## src/rtl/ttb_pkg.sv

```systemverilog
// Types, constants and character maps for the text-to-bytes decoder.
// No dependencies; every other file imports this package.
`default_nettype none
package ttb_pkg;

	localparam logic [1:0] MODE_ASCII  = 2'd0;
	localparam logic [1:0] MODE_HEX    = 2'd1;
	localparam logic [1:0] MODE_B64    = 2'd2;
	localparam logic [1:0] MODE_UNUSED = 2'd3;

	localparam logic [7:0] CHAR_NINE = 8'h39;
	localparam logic [7:0] HEX_ADJ   = 8'd9;
	localparam logic [3:0] NIB_MASK  = 4'hF;
	localparam logic [7:0] CHAR_PAD  = 8'h3D;
	localparam logic [7:0] B64_BAD   = 8'hFF;

	typedef struct packed {
		logic [7:0] char_code;
		logic       first_char;
		logic       odd_length;
		logic       last_char;
	} in_item_t;

	typedef struct packed {
		logic [7:0] byte_out;
		logic       bad_char;
		logic       end_of_string;
	} out_item_t;

	typedef struct packed {
		logic [1:0] group_phase;
		logic [7:0] held_value;
		logic       bad_pending;
	} dec_state_t;

	function automatic logic [3:0] hex_nibble(input logic [7:0] c);
		logic [7:0] a;
		a = (c > CHAR_NINE) ? (c + HEX_ADJ) : c;
		return a[3:0] & NIB_MASK;
	endfunction

	function automatic logic [7:0] b64_index(input logic [7:0] c);
		logic [7:0] v;
		v = B64_BAD;
		if (c inside {[8'h41:8'h5A]}) begin
			v = c - 8'h41;
		end else if (c inside {[8'h61:8'h7A]}) begin
			v = c - 8'h61 + 8'd26;
		end else if (c inside {[8'h30:8'h39]}) begin
			v = c - 8'h30 + 8'd52;
		end else if (c == 8'h2B) begin
			v = 8'd62;
		end else if (c == 8'h2F) begin
			v = 8'd63;
		end
		return v;
	endfunction

endpackage
`default_nettype wire

```

## src/rtl/ttb_decode.sv

```systemverilog
// Single-step decode: one character and the grouping state in, next state
// and an optional byte out. Combinational; depends on ttb_pkg.
`default_nettype none
module ttb_decode (
	input  wire logic [1:0]         mode,
	input  wire ttb_pkg::in_item_t  item,
	input  wire ttb_pkg::dec_state_t cur,
	output ttb_pkg::dec_state_t     nxt,
	output logic                    emit,
	output ttb_pkg::out_item_t      result
);
	import ttb_pkg::*;

	logic [3:0] nib;
	logic [7:0] v;
	logic       vbad;
	logic [7:0] byte_v;
	logic       bad_v;
	dec_state_t st;

	always_comb begin
		nib    = hex_nibble(item.char_code);
		v      = b64_index(item.char_code);
		vbad   = (v == B64_BAD);
		st     = item.first_char ? '0 : cur;
		emit   = 1'b0;
		byte_v = '0;
		bad_v  = 1'b0;
		case (mode)
			MODE_ASCII: begin
				emit   = 1'b1;
				byte_v = item.char_code;
			end
			MODE_HEX: begin
				if (item.first_char && item.odd_length) begin
					emit           = 1'b1;
					byte_v         = {4'd0, nib};
					st.group_phase = 2'd0;
				end else if (st.group_phase != 2'd0) begin
					emit           = 1'b1;
					byte_v         = {st.held_value[3:0], nib};
					st.group_phase = 2'd0;
				end else if (item.last_char) begin
					emit   = 1'b1;
					byte_v = {nib, 4'd0};
				end else begin
					st.held_value  = {4'd0, nib};
					st.group_phase = 2'd1;
				end
			end
			MODE_B64: begin
				if (item.char_code != CHAR_PAD) begin
					case (st.group_phase)
						2'd0: begin
							st.bad_pending = vbad;
						end
						2'd1: begin
							emit   = 1'b1;
							byte_v = {st.held_value[5:0], 2'd0} + {4'd0, v[7:4]};
						end
						2'd2: begin
							emit   = 1'b1;
							byte_v = {st.held_value[3:0], 4'd0} + {2'd0, v[7:2]};
						end
						default: begin
							emit   = 1'b1;
							byte_v = {st.held_value[1:0], 6'd0} + v;
						end
					endcase
					if (emit) begin
						bad_v          = st.bad_pending | vbad;
						st.bad_pending = vbad;
					end
					st.held_value  = v;
					st.group_phase = st.group_phase + 2'd1;
				end
				if (item.last_char && !emit && st.group_phase == 2'd1) begin
					emit   = 1'b1;
					byte_v = {st.held_value[5:0], 2'd0};
					bad_v  = st.bad_pending;
				end
			end
			default: begin
				st = cur;
			end
		endcase
		if (item.last_char && mode != MODE_UNUSED) begin
			st = '0;
		end
		nxt                  = st;
		result.byte_out      = byte_v;
		result.bad_char      = bad_v;
		result.end_of_string = item.last_char;
	end

endmodule
`default_nettype wire

```

## src/rtl/text_to_bytes_decoder_core.sv

```systemverilog
// Text-to-bytes decoder top level: input register, decode step, result register.
// Depends on ttb_pkg and ttb_decode.
//
// channel | signals                      | payload
// src     | src_valid / src_ready        | ttb_pkg::in_item_t  (one character)
// dst     | dst_valid / dst_ready        | ttb_pkg::out_item_t (zero or one byte)
// cfg     | cfg_we                       | cfg_wdata, decode mode
//
// One request a cycle while the result is not stalled; a byte is offered from the
// result register. The grouping state is read and written once per step.
// Reset clears the mode, the grouping state and both valid flags.
// A stalled result holds the input register; src_ready stays high while the
// input register is empty or moving.
`default_nettype none
module text_to_bytes_decoder_core (
	input  wire logic               clk,
	input  wire logic               arst_n,
	input  wire logic               src_valid,
	output logic                    src_ready,
	input  wire ttb_pkg::in_item_t  src_data,
	output logic                    dst_valid,
	input  wire logic               dst_ready,
	output ttb_pkg::out_item_t      dst_data,
	input  wire logic               cfg_we,
	input  wire logic [1:0]         cfg_wdata
);
	import ttb_pkg::*;

	logic       b64_mode;
	logic [1:0] decode_mode_q;
	logic       valid_s1;
	in_item_t   item_s1;
	dec_state_t state_q;
	dec_state_t state_nxt;
	logic       emit;
	out_item_t  result;
	logic       dst_valid_q;
	out_item_t  dst_data_q;
	logic       advance;

	assign b64_mode  = (decode_mode_q == MODE_B64);
	assign advance   = valid_s1 && (!dst_valid_q || dst_ready);
	assign src_ready = !valid_s1 || advance;
	assign dst_valid = dst_valid_q;
	assign dst_data  = dst_data_q;

	ttb_decode u_decode (
		.mode   (decode_mode_q),
		.item   (item_s1),
		.cur    (state_q),
		.nxt    (state_nxt),
		.emit   (emit),
		.result (result)
	);

	always_ff @(posedge clk or negedge arst_n) begin
		if (!arst_n) begin
			decode_mode_q <= MODE_ASCII;
		end else if (cfg_we) begin
			decode_mode_q <= cfg_wdata;
		end
	end

	always_ff @(posedge clk or negedge arst_n) begin
		if (!arst_n) begin
			valid_s1 <= 1'b0;
		end else if (src_ready) begin
			valid_s1 <= src_valid;
		end
	end

	always_ff @(posedge clk) begin
		if (src_ready && src_valid) begin
			item_s1 <= src_data;
		end
	end

	always_ff @(posedge clk or negedge arst_n) begin
		if (!arst_n) begin
			state_q <= '0;
		end else if (advance) begin
			state_q <= state_nxt;
		end
	end

	always_ff @(posedge clk or negedge arst_n) begin
		if (!arst_n) begin
			dst_valid_q <= 1'b0;
		end else if (advance) begin
			dst_valid_q <= emit;
		end else if (dst_ready) begin
			dst_valid_q <= 1'b0;
		end
	end

	always_ff @(posedge clk) begin
		if (advance && emit) begin
			dst_data_q <= result;
		end
	end

	a_stall_cause: assert property (@(posedge clk) disable iff (!arst_n)
		!src_ready |-> (valid_s1 && dst_valid_q && !dst_ready))
		else $error("input stalled without a blocked result");

	a_last_clears: assert property (@(posedge clk) disable iff (!arst_n)
		(advance && item_s1.last_char && decode_mode_q != MODE_UNUSED)
		|=> (state_q.group_phase == 2'd0 && !state_q.bad_pending))
		else $error("grouping not cleared after last character");

	a_bad_b64: assert property (@(posedge clk) disable iff (!arst_n)
		(dst_valid_q && dst_data_q.bad_char) |-> b64_mode)
		else $error("bad character flagged outside base64 mode");

	a_stall_hold: assert property (@(posedge clk) disable iff (!arst_n)
		(valid_s1 && !advance) |=> (valid_s1 && $stable(state_q)))
		else $error("state moved while step was stalled");

endmodule
`default_nettype wire
```

## config.mk

```make
export PLATFORM = sky130hd
export DESIGN_NAME = text_to_bytes_decoder_core
export DESIGN_NICKNAME = d
export VERILOG_FILES = /design/src/rtl/ttb_pkg.sv /design/src/rtl/ttb_decode.sv /design/src/rtl/text_to_bytes_decoder_core.sv
export SDC_FILE = /design/constraint.sdc
export NUM_CORES = 1
export LEC_CHECK = 0
export BUFFER_PORTS_ARGS = -buffer_cell sky130_fd_sc_hd__buf_2
export CORE_ASPECT_RATIO = 1.2
export CORE_MARGIN = 2
export CORE_UTILIZATION = 67
export CTS_BUF_LIST = sky130_fd_sc_hd__clkbuf_8
export DETAILED_ROUTE_END_ITERATION = 16
export GPL_TIMING_DRIVEN = 1
export PLACE_DENSITY_LB_ADDON = 0.15
export SYNTH_ARGS = -nofsm -noshare
export SYNTH_HDL_FRONTEND = slang
export SYNTH_SLANG_ARGS = --single-unit
```

## constraint.sdc

```tcl
create_clock -name clk -period 5.4 [get_ports clk]
set_input_delay 1.62 -clock clk [delete_from_list [all_inputs] [get_ports clk]]
set_output_delay 1.62 -clock clk [all_outputs]
set_load 0.05 [all_outputs]
```

==> Word level (Yosys, flattened, before mapping) <==
Cells that the tools add are included.
Widths: inputs -> output; s select.
{ "totals": {"elab_cells": 108, "in_bits": 18, "ff_bits": 36} }
{ "op_classes": {"n_addsub": 10, "reduce_logical": 24, "n_eq_ne": 10, "bitwise": 1, "mux": 43, "order_cmp": 7} }
{ "ops": {"columns": ["op", "count"], "rows": [
  ["$mux 8", 12],
  ["$pmux 8 s3", 2],
  ["$mux 11", 4],
  ["$pmux 10 s3", 1],
  ["$mux 1", 18],
  ["$eq 8x6->1 const B", 2],
  ["$ge 8x7->1 const B", 2],
  ["$le 8x7->1 const B", 2],
  ["$sub 8x7->8 const B", 2],
  ["$logic_and 1x1->1", 10],
  ["$mux 10", 1],
  ["$add 8x4->8", 1],
  ["$add 8x5->8 const B", 1],
  ["$add 8x6->8", 1],
  ["$add 8x6->8 const B", 1],
  ["$add 8x8->8", 1],
  ["$eq 8x8->1 const B", 1],
  ["$ge 8x6->1 const B", 1],
  ["$gt 8x6->1 const B", 1],
  ["$le 8x6->1 const B", 1],
  ["$ne 8x6->1 const B", 1],
  ["$sub 8x6->8 const B", 1],
  ["$eq 2x1->1 const B", 3],
  ["$add 4x4->4 const B", 1],
  ["16 further kinds", 24]
]} }

==> Depth between registers and ports, before layout <==
Gate-level depths: netlist of the first run.
{ "logic_depth": {"word_depth": 18, "depth_mapped": 16, "ltp_nobuf": 15} }

==> By module <==
Synthesis of the first run repeated with hierarchy kept, for this count alone.
{ "unflattened": {"hier_cells": 372, "area_unflattened_um2": 3234.4} }
{ "by_module_without_submodules": {"columns": ["mod", "n_inst", "cells_each", "area_per_inst_um2", "seq_area_each_um2"], "rows": [
  ["ttb_decode", 1, 313, 1963.1, 0.0],
  ["text_to_bytes_decoder_core", 1, 59, 1271.2, 1006.0]
]} }

==> Least setup slack after synthesis of the first run <==
OpenSTA, ideal clock, no wires.
{ "synth_path": {"kind": "input to output", "from": "input dst_ready", "to": "output src_ready", "stages": 1, "setup_slack_ps": 1677, "arrival_time_ps": 2103, "required_time_ps": 3780, "n_path_buf": 0, "cell_sequence": "nand3b_1"} }
{ "synth_via": {"elab_chain_cells": 3} }
{ "synth_lines": {"columns": ["element", "line_no", "text"], "rows": [
  ["from (decl)", "text_to_bytes_decoder_core.sv:22", "input wire logic dst_ready,"],
  ["$logic_or 1x1->1", "text_to_bytes_decoder_core.sv:42", "assign advance = valid_s1 && (!dst_valid_q || dst_ready);"],
  ["$logic_and 1x1->1", "text_to_bytes_decoder_core.sv:42", null],
  ["$logic_or 1x1->1", "text_to_bytes_decoder_core.sv:43", "assign src_ready = !valid_s1 || advance;"],
  ["to (decl)", "text_to_bytes_decoder_core.sv:19", "output logic src_ready,"]
]} }
Every way passes these cells.

==> summary.txt, run 1 <==
Yosys
  • Synthesized cell area: 3084 um^2
  • Syn_nets: 387
  • Cells after synthesis: roughly 350
  • Most common flop cell mapped by yosys: edfxtp_1
  • Synthesized area per cell: 8.863 um^2
  • Post-synth ARST share: 38.24%
  • Number of synthesized flops with an enable pin: 21
  • Synth cell types: 74
  • Syn. warnings: 0
  • Sequential fraction of the synthesis area: a little under a third
  • Yosys reg bits: 34

STA
  • Setup TNS: 0 ns
  • Max_slew headroom: between 30% and 40%
  • Unrepaired setup endpoints after global routing: false
  • Post-route clock period utilization: 69.96%
  • Final setup fails: 0
  • Final Hold Fails: 0
  • Hold WS: 0.4864 ns
  • Final setup margin: 1.622 ns
  • Setup Skew: between 0.005 and 0.006 ns
  • Fmax: 0.2647 GHz
  • Min Tclk post-route: 3.778 ns
  • Slew Limit Fails: 0
  • Worst-margin pin slew: around 0.9 ns

Detailed routing
  • Final ANT Viol Nets: 0
  • DRC Markers: 0
  • Router iterations before antenna repair: 6
  • Via Count: 2859
  • Via/cell ratio: 6.727
  • Initial drt markers: 333
  • Routed WL: roughly 8000 um
  • DR WL/cell: roughly 19 um

Final layout
  • Layout fillers: 368
  • P&R area growth vs syn: 5.112%
  • Share of cells above drive strength 1: ~16%
  • Fin cells: roughly 430
  • Final Net Count: 405
  • Area of the multi-input gates: 1904 um^2
  • Antenna diodes: 0
  • Seq. cell area: 955.9 um^2

Die
  • IO Count: 30
  • Core area: 4493 um^2
  • Height of the die: 78.33 um
  • Die Footprint: 5164 um^2
  • Die width: 65.94 um
  • Initial core utilization: 68.64%
  • Std-Cell Rows: 27

Clocking
  • Resize count post-CTS: 0
  • CTS Hold Buffers Added: 0
  • CTS tree: yes
  • H-Tree Depth: 2
  • CTS Buf Count: 5
  • Clock transition at path regs: 0.07 ns
  • Max Buffers Root-to-Sink: 2
  • Buffer count from post-CTS setup fixing: 0
  • Num Clock Sinks: 34
  • Clock insertion delay at the later pin of the skew report: approximately 0.3 ns
  • Root Driver: clkbuf_8

Placement
  • Pre-CTS setup slack: approximately 1.7 ns
  • Port Buffers: 29
  • GPL Wtd Cong: 0.9599
  • Cell count after placement: 417
  • DP Wirelength: 5983 um

Power and ir drop
  • Pwr/cell area: 260.0 nW/um^2
  • Peak VDD IR: 0.1933 mV
  • Leakage: between 1 and 1.5 nW

Global routing
  • Total congestion overflow: 0
  • Total GRT Usage: around a third
  • First-pass GRT wire length: 13000 um
  • Largest net degree at the start of global routing: 16
  • Number of global-route vias before repair: 2590
  • Initial antenna violation count: 0

Critical path
  • Crit Path Class: reg2reg
  • WP data arrival: 3.91 ns
  • CP Max Fanout: 11
  • Startpoint Class: register
  • Cell repeated most along the worst path: inv_1
  • Req. time, crit path: 5.53 ns
  • Buf+Inv Stages, Crit Path: 3
  • CP Capture Type: register
  • Critical Path Max Stage Delay: 0.57 ns
  • Slowest cell on crit path: edfxtp_1
  • Crit-path leading delay family: compound AO/OA/AOI/OAI gates
  • CP cell instances: inv_1 > ha_1 > nor2b_1 > o21ai_0 > a22oi_1 > a31o_2 > a22o_1 > ha_1 > inv_1 > fa_1 > inv_1 > a32oi_1 > nor3_1 > o311ai_1 > a21oi_1

Worst hold path
  • Worst Hold Class: reg2reg

Flow run
  • Max-Cap Viols: 0

Run status
  • Outcome: finished clean
-- power by group --
part           internal, mW  total, mW  switching (mW)
combinational        0.0972      0.291           0.194
sequential            0.313      0.344          0.0306
clock                 0.114      0.208          0.0933
total                 0.525      0.843           0.318
-- cells by family (layout without fill, tap and decap cells) --
| kind of cell | Yosys count | in the layout | share of synthesized area [%] |
|---|---|---|---|
| fa+ha+maj | 21 | 21 | 8.763 |
| buf+inv | 35 | 54 | 7.262 |
| compound gates | 112 | 112 | 26.33 |
| simple gates | 135 | 135 | 23.45 |
| mux | 2 | 2 | 0.6491 |
| flops | 34 | 34 | 30.99 |
| xor+xnor | 9 | 9 | 2.556 |
-- sequential cells by signal, indices dropped and copies added (netlist names) --
register,count
item_s1,11
dst_data,10
state_q,9
decode_mode_q,2
dst_valid,1
valid_s1,1
-- layer usage --
| metal | global-route usage [%] | vias up | part of all wire (%) |
|---|---|---|---|
| li1 | - | 1324 | - |
| met1 | 42.64 | 1350 | 40 |
| met2 | 53.74 | 145 | 48 |
| met3 | 4.441 | 40 | 6.7 |
| met4 | 17.76 | 0 | 5.5 |
| met5 | 0 | - | 0 |
-- layout by cell type (no fill, tap or decap), types with 2 or more instances in the layout --
cell type  instances
xnor2_1            9
a41oi_1            2
a21oi_1           20
a31oi_1            5
a21boi_0           2
o2111ai_1          2
edfxtp_1          21
a22oi_1            4
a21o_1             5
nor3_1             9
nor2b_1            8
and2_1             8
clkbuf_8           7
nand2_1           52
ha_1              20
a211o_1            2
nor2_1            13
a211oi_1           6
o22ai_1            4
a221oi_1           3
o21ai_0           20
dfrtp_1           13
buf_2             29
nand2b_1           8
or3_1              2
o211a_1            2
o211ai_1           4
nand3_1           14
a31o_2             3
inv_1             16
mux2i_1            2
nand3b_1           4
a32oi_1            4
o221ai_1           2
a22o_1             5
-- per-stage QoR --
| stage | utilization, % | power (mW) | instance area [um^2] |
|---|---|---|---|
| after detailed placement | 69.92 | 0.6306 | 3142 |
| after floorplan | - | 0.5657 | 3084 |
| after global routing | 72.15 | 0.8789 | 3242 |
| final | 72.15 | 0.8429 | 3242 |
| after global placement | 69.92 | 0.6255 | 3142 |
| after CTS | 72.15 | 0.8362 | 3242 |
-- cell type report --
class	instances	area share [%]
Clock buffer	7	2.972
Clock inverter	1	0.1158
Inverter	17	1.968
Multi-Input combinational cell	279	58.74
Sequential cell	34	29.49
Tap cell	58	2.239
Timing Repair Buffer	29	4.477
-- cell usage after synthesis (3+ instances only) --
library cell  number  area [um^2]
a22o_1             5        43.79
a21oi_1           20        100.1
clkbuf_1           4        15.01
nand2b_1           8        50.05
o211ai_1           4        30.03
xnor2_1            9        78.83
o22ai_1            4        25.02
a32oi_1            4        35.03
nor2b_1            8        50.05
nand3_1           14        70.07
a21o_1             5        37.54
o21ai_0           20        100.1
dfrtp_1           13        325.3
nand3b_1           4        30.03
a211oi_1           6        45.04
a22oi_1            4        30.03
nor3_1             9        45.04
a221oi_1           3        26.28
and2_1             8        50.05
inv_1             16        60.06
nor2_1            13        48.80
ha_1              20        250.2
a31o_2             3        26.28
a31oi_1            5        31.28
nand2_1           52        195.2
buf_4              4        30.03
clkbuf_8           6        82.58
edfxtp_1          21        630.6
-- worst reg2reg max path, cell delays in order, from the launching register on --
cell      delay, ns
edfxtp_1       0.57
inv_1          0.21
ha_1           0.31
nor2b_1        0.16
o21ai_0        0.31
a22oi_1        0.21
a31o_2         0.25
a22o_1         0.19
ha_1           0.20
inv_1          0.07
fa_1           0.45
inv_1          0.11
a32oi_1        0.06
nor3_1         0.18
o311ai_1       0.11
a21oi_1        0.22
-- final timing paths --
path / start / endpoint / cells after the start / slack, ns
setup / recovery: item_s1[5] / dst_data[7] / 15 / 1.62
hold / removal: state_q[0] / state_q[0] / 2 / 0.49
setup reg to reg: item_s1[5] / dst_data[7] / 15 / 1.62
hold reg to reg: state_q[0] / state_q[0] / 2 / 0.49
max in group asynchronous: arst_n / state_q[0] / 1 / 3.99
min in group asynchronous: arst_n / state_q[2] / 1 / 1.19
Note: power is estimated with default switching activity, not from simulation.
==> inputs of run 2 (changes only) <==
--- a/config.mk
+++ b/config.mk
@@ -8,7 +8,7 @@
 export BUFFER_PORTS_ARGS = -buffer_cell sky130_fd_sc_hd__buf_2
 export CORE_ASPECT_RATIO = 1.2
 export CORE_MARGIN = 2
-export CORE_UTILIZATION = 67
+export CORE_UTILIZATION = 62
 export CTS_BUF_LIST = sky130_fd_sc_hd__clkbuf_8
 export DETAILED_ROUTE_END_ITERATION = 16
 export GPL_TIMING_DRIVEN = 1
==> constraint.sdc (replaced) <==
create_clock -name clk -period 3.9 [get_ports clk]
set_input_delay 1.17 -clock clk [delete_from_list [all_inputs] [get_ports clk]]
set_output_delay 1.17 -clock clk [all_outputs]
set_load 0.05 [all_outputs]
==> run 2 against run 1 <==
  * Clock power rose by 91%
  * Design area rose by 3.6%
  * Via count rose by 1.6%
  * Highest routed layer unchanged
==> summary.txt, run 2 (synthesized netlist as in run 1, its figures left out) <==
Clocking
  • Root Driver: clkbuf_8
  • Max Buffers Root-to-Sink: 2 (unchanged)
  • CTS Buf Count: 5 (unchanged)
  • CTS tree: yes
  • H-Tree Depth: 2 (unchanged)
  • Num Clock Sinks: 34 (unchanged)
  • Clock transition at path regs: 0.07 ns (about the same)
  • Clock insertion delay at the later pin of the skew report: 0.30 ns (about the same)

Die
  • Core area: 4870 um^2 (+8.4%)
  • Height of the die: 81.26 um (+3.7%)
  • Die width: 68.39 um (+3.7%)
  • Die Footprint: 5557 um^2 (+7.6%)
  • Initial core utilization: 63.34% (-5.3 points)
  • Std-Cell Rows: 28 (+3.7%)
  • IO Count: 30 (unchanged)

Global routing
  • Initial antenna violation count: 0 (unchanged)
  • Largest net degree at the start of global routing: 16 (unchanged)
  • First-pass GRT wire length: 13670 um (+5.1%)
  • Number of global-route vias before repair: 2797 (+8.0%)
  • Total congestion overflow: 0 (unchanged)
  • Total GRT Usage: 33.34% (+0.19 points)

Detailed routing
  • Via Count: 2906 (+1.6%)
  • Initial drt markers: 280 (-16%)
  • Router iterations before antenna repair: 5 (-1)
  • Via/cell ratio: 6.665 (-0.92%)
  • DR WL/cell: 19.04 um (+0.14%)
  • DRC Markers: 0 (unchanged)
  • Final ANT Viol Nets: 0 (unchanged)
  • Routed WL: 8302 um (+2.7%)

Placement
  • GPL Wtd Cong: 1.022 (+6.5%)
  • Pre-CTS setup slack: 0.4010 ns (-1.256 ns)
  • DP Wirelength: 6195 um (+3.6%)
  • DP Area: 3189 um^2 (+1.5%)
  • Port Buffers: 29 (unchanged)

STA
  • Slew Limit Fails: 0 (unchanged)
  • Setup TNS: 0 ns (unchanged)
  • Final setup margin: 0.3257 ns (-1.296 ns)
  • Max_slew headroom: 61.88% (+22 points)
  • Post-route clock period utilization: 91.65% (+22 points)
  • Fmax: 0.2798 GHz (+5.7%)
  • Min Tclk post-route: 3.574 ns (-0.2036 ns)
  • Setup Skew: 0.004815 ns (-0.0007745 ns)
  • Final setup fails: 0 (unchanged)
  • Unrepaired setup endpoints after global routing: false
  • Final Hold Fails: 0 (unchanged)
  • Worst-margin pin slew: 0.5644 ns (-0.3323 ns)

Final layout
  • Final instance area: 3358 um^2 (+3.6%)
  • Final Net Count: 414 (+2.2%)
  • P&R area growth vs syn: 8.884%
  • Most flop-heavy register: item_s1
  • Antenna diodes: 0 (unchanged)
  • Commonest non-fill, non-tap cell in the layout: nand2_1
  • Share of cells above drive strength 1: 19.15% (+2.8 points)
  • Most frequent cells in the layout: 52 x nand2_1, 29 x buf_2, 21 x edfxtp_1, 20 x o21ai_0, 20 x ha_1
  • Max reg flops: 11 (unchanged)
  • Final design utilization: 68.96% (-3.2 points)

Flow run
  • Max-Cap Viols: 0 (unchanged)

Critical path
  • Req. time, crit path: 3.92 ns (-1.61 ns)
  • WP data arrival: 3.60 ns (-0.31 ns)
  • Worst setup path startpoint: item_s1[5]
  • Startpoint Class: register
  • CP Capture Type: register
  • R2R Path Start: item_s1[5]
  • CP Max Fanout: 6 (-5)
  • Crit Path Class: reg2reg
  • Flop2flop setup slack: 0.33 ns (-1.30 ns)

Power and ir drop
  • Leakage: 1.395 nW (+4.7%)
  • Pwr/cell area: 383.7 nW/um^2 (+48%)
  • Peak VDD IR: 0.3696 mV (+91%)
  • Total power: 1.289 mW (+53%)

Worst hold path
  • Worst Hold Launch: state_q[0]
  • Worst Hold Class: reg2reg

Run status
  • Outcome: finished clean
[run 2: cell count changes in the layout (fill, tap and decap cells not counted)]
cell       previous run  this run
buf_4                 0         9
a21oi_2               0         1
bufinv_16             0         2
nand3_2               1         2
clkinv_4              0         1
a21oi_1              20        19
clkinv_1              1         0
nand3_1              14        13
clkbuf_8              7         5
[run 2: final cells by class]
type / instances / area, um^2
clock buffer: 5 / 68.82
clock inverter: 3 / 68.82
fill: 389 / 1511
inverter: 17 / 63.81
multi-input combinational: 279 / 1913
sequential: 34 / 955.9
tap: 60 / 75.07
timing repair buffer: 38 / 212.7
[run 2: final timing paths]
check,end,cells past startpoint
max in group asynchronous,state_q[5],1
setup / recovery,dst_data[6],15
min in group asynchronous,state_q[4],1
setup reg to reg,dst_data[6],15
hold / removal,state_q[0],2
hold reg to reg,state_q[0],2
[run 2: where the power goes]
part           internal, mW  leakage [nW]  total, mW  switching [mW]
Combinational         0.143         0.954      0.420           0.277
Clock                 0.256        0.0683      0.397           0.141
Sequential            0.433         0.372      0.471          0.0384
[run 2: timing repair]
item | CTS | global route
resized for setup | 0 | 2
setup buffers | 0 | 3
endpoints found under the setup margin | 0 | 3
hold buffers | 0 | 0
[run 2: worst max-delay path: stages, from the launching register on]
cell      delay, ns
edfxtp_1       0.39
inv_1          0.20
ha_1           0.30
nor2b_1        0.20
o21ai_0        0.16
a22oi_1        0.31
a31o_2         0.16
a22o_1         0.15
ha_1           0.18
inv_1          0.06
fa_1           0.42
xnor2_1        0.17
a221oi_1       0.29
a211oi_1       0.09
nor3_1         0.16
a211oi_1       0.06
[run 2: layer usage]
layer	track usage, %	routed length, um	vias up
met2	53.27	3899	175
met5	0	0	-
met1	40.86	3293	1327
li1	-	-	1354
met4	20.40	476	0
met3	6.233	632	50
[run 2: metrics by stage]
step / hold WS, ns / instances
after detailed placement: 0.4704 / 425
after global placement: 0.4654 / 425
after floorplan: 0.4479 / 348
after CTS: 0.4863 / 433
final: 0.4808 / 436
after global routing: 0.5342 / 436
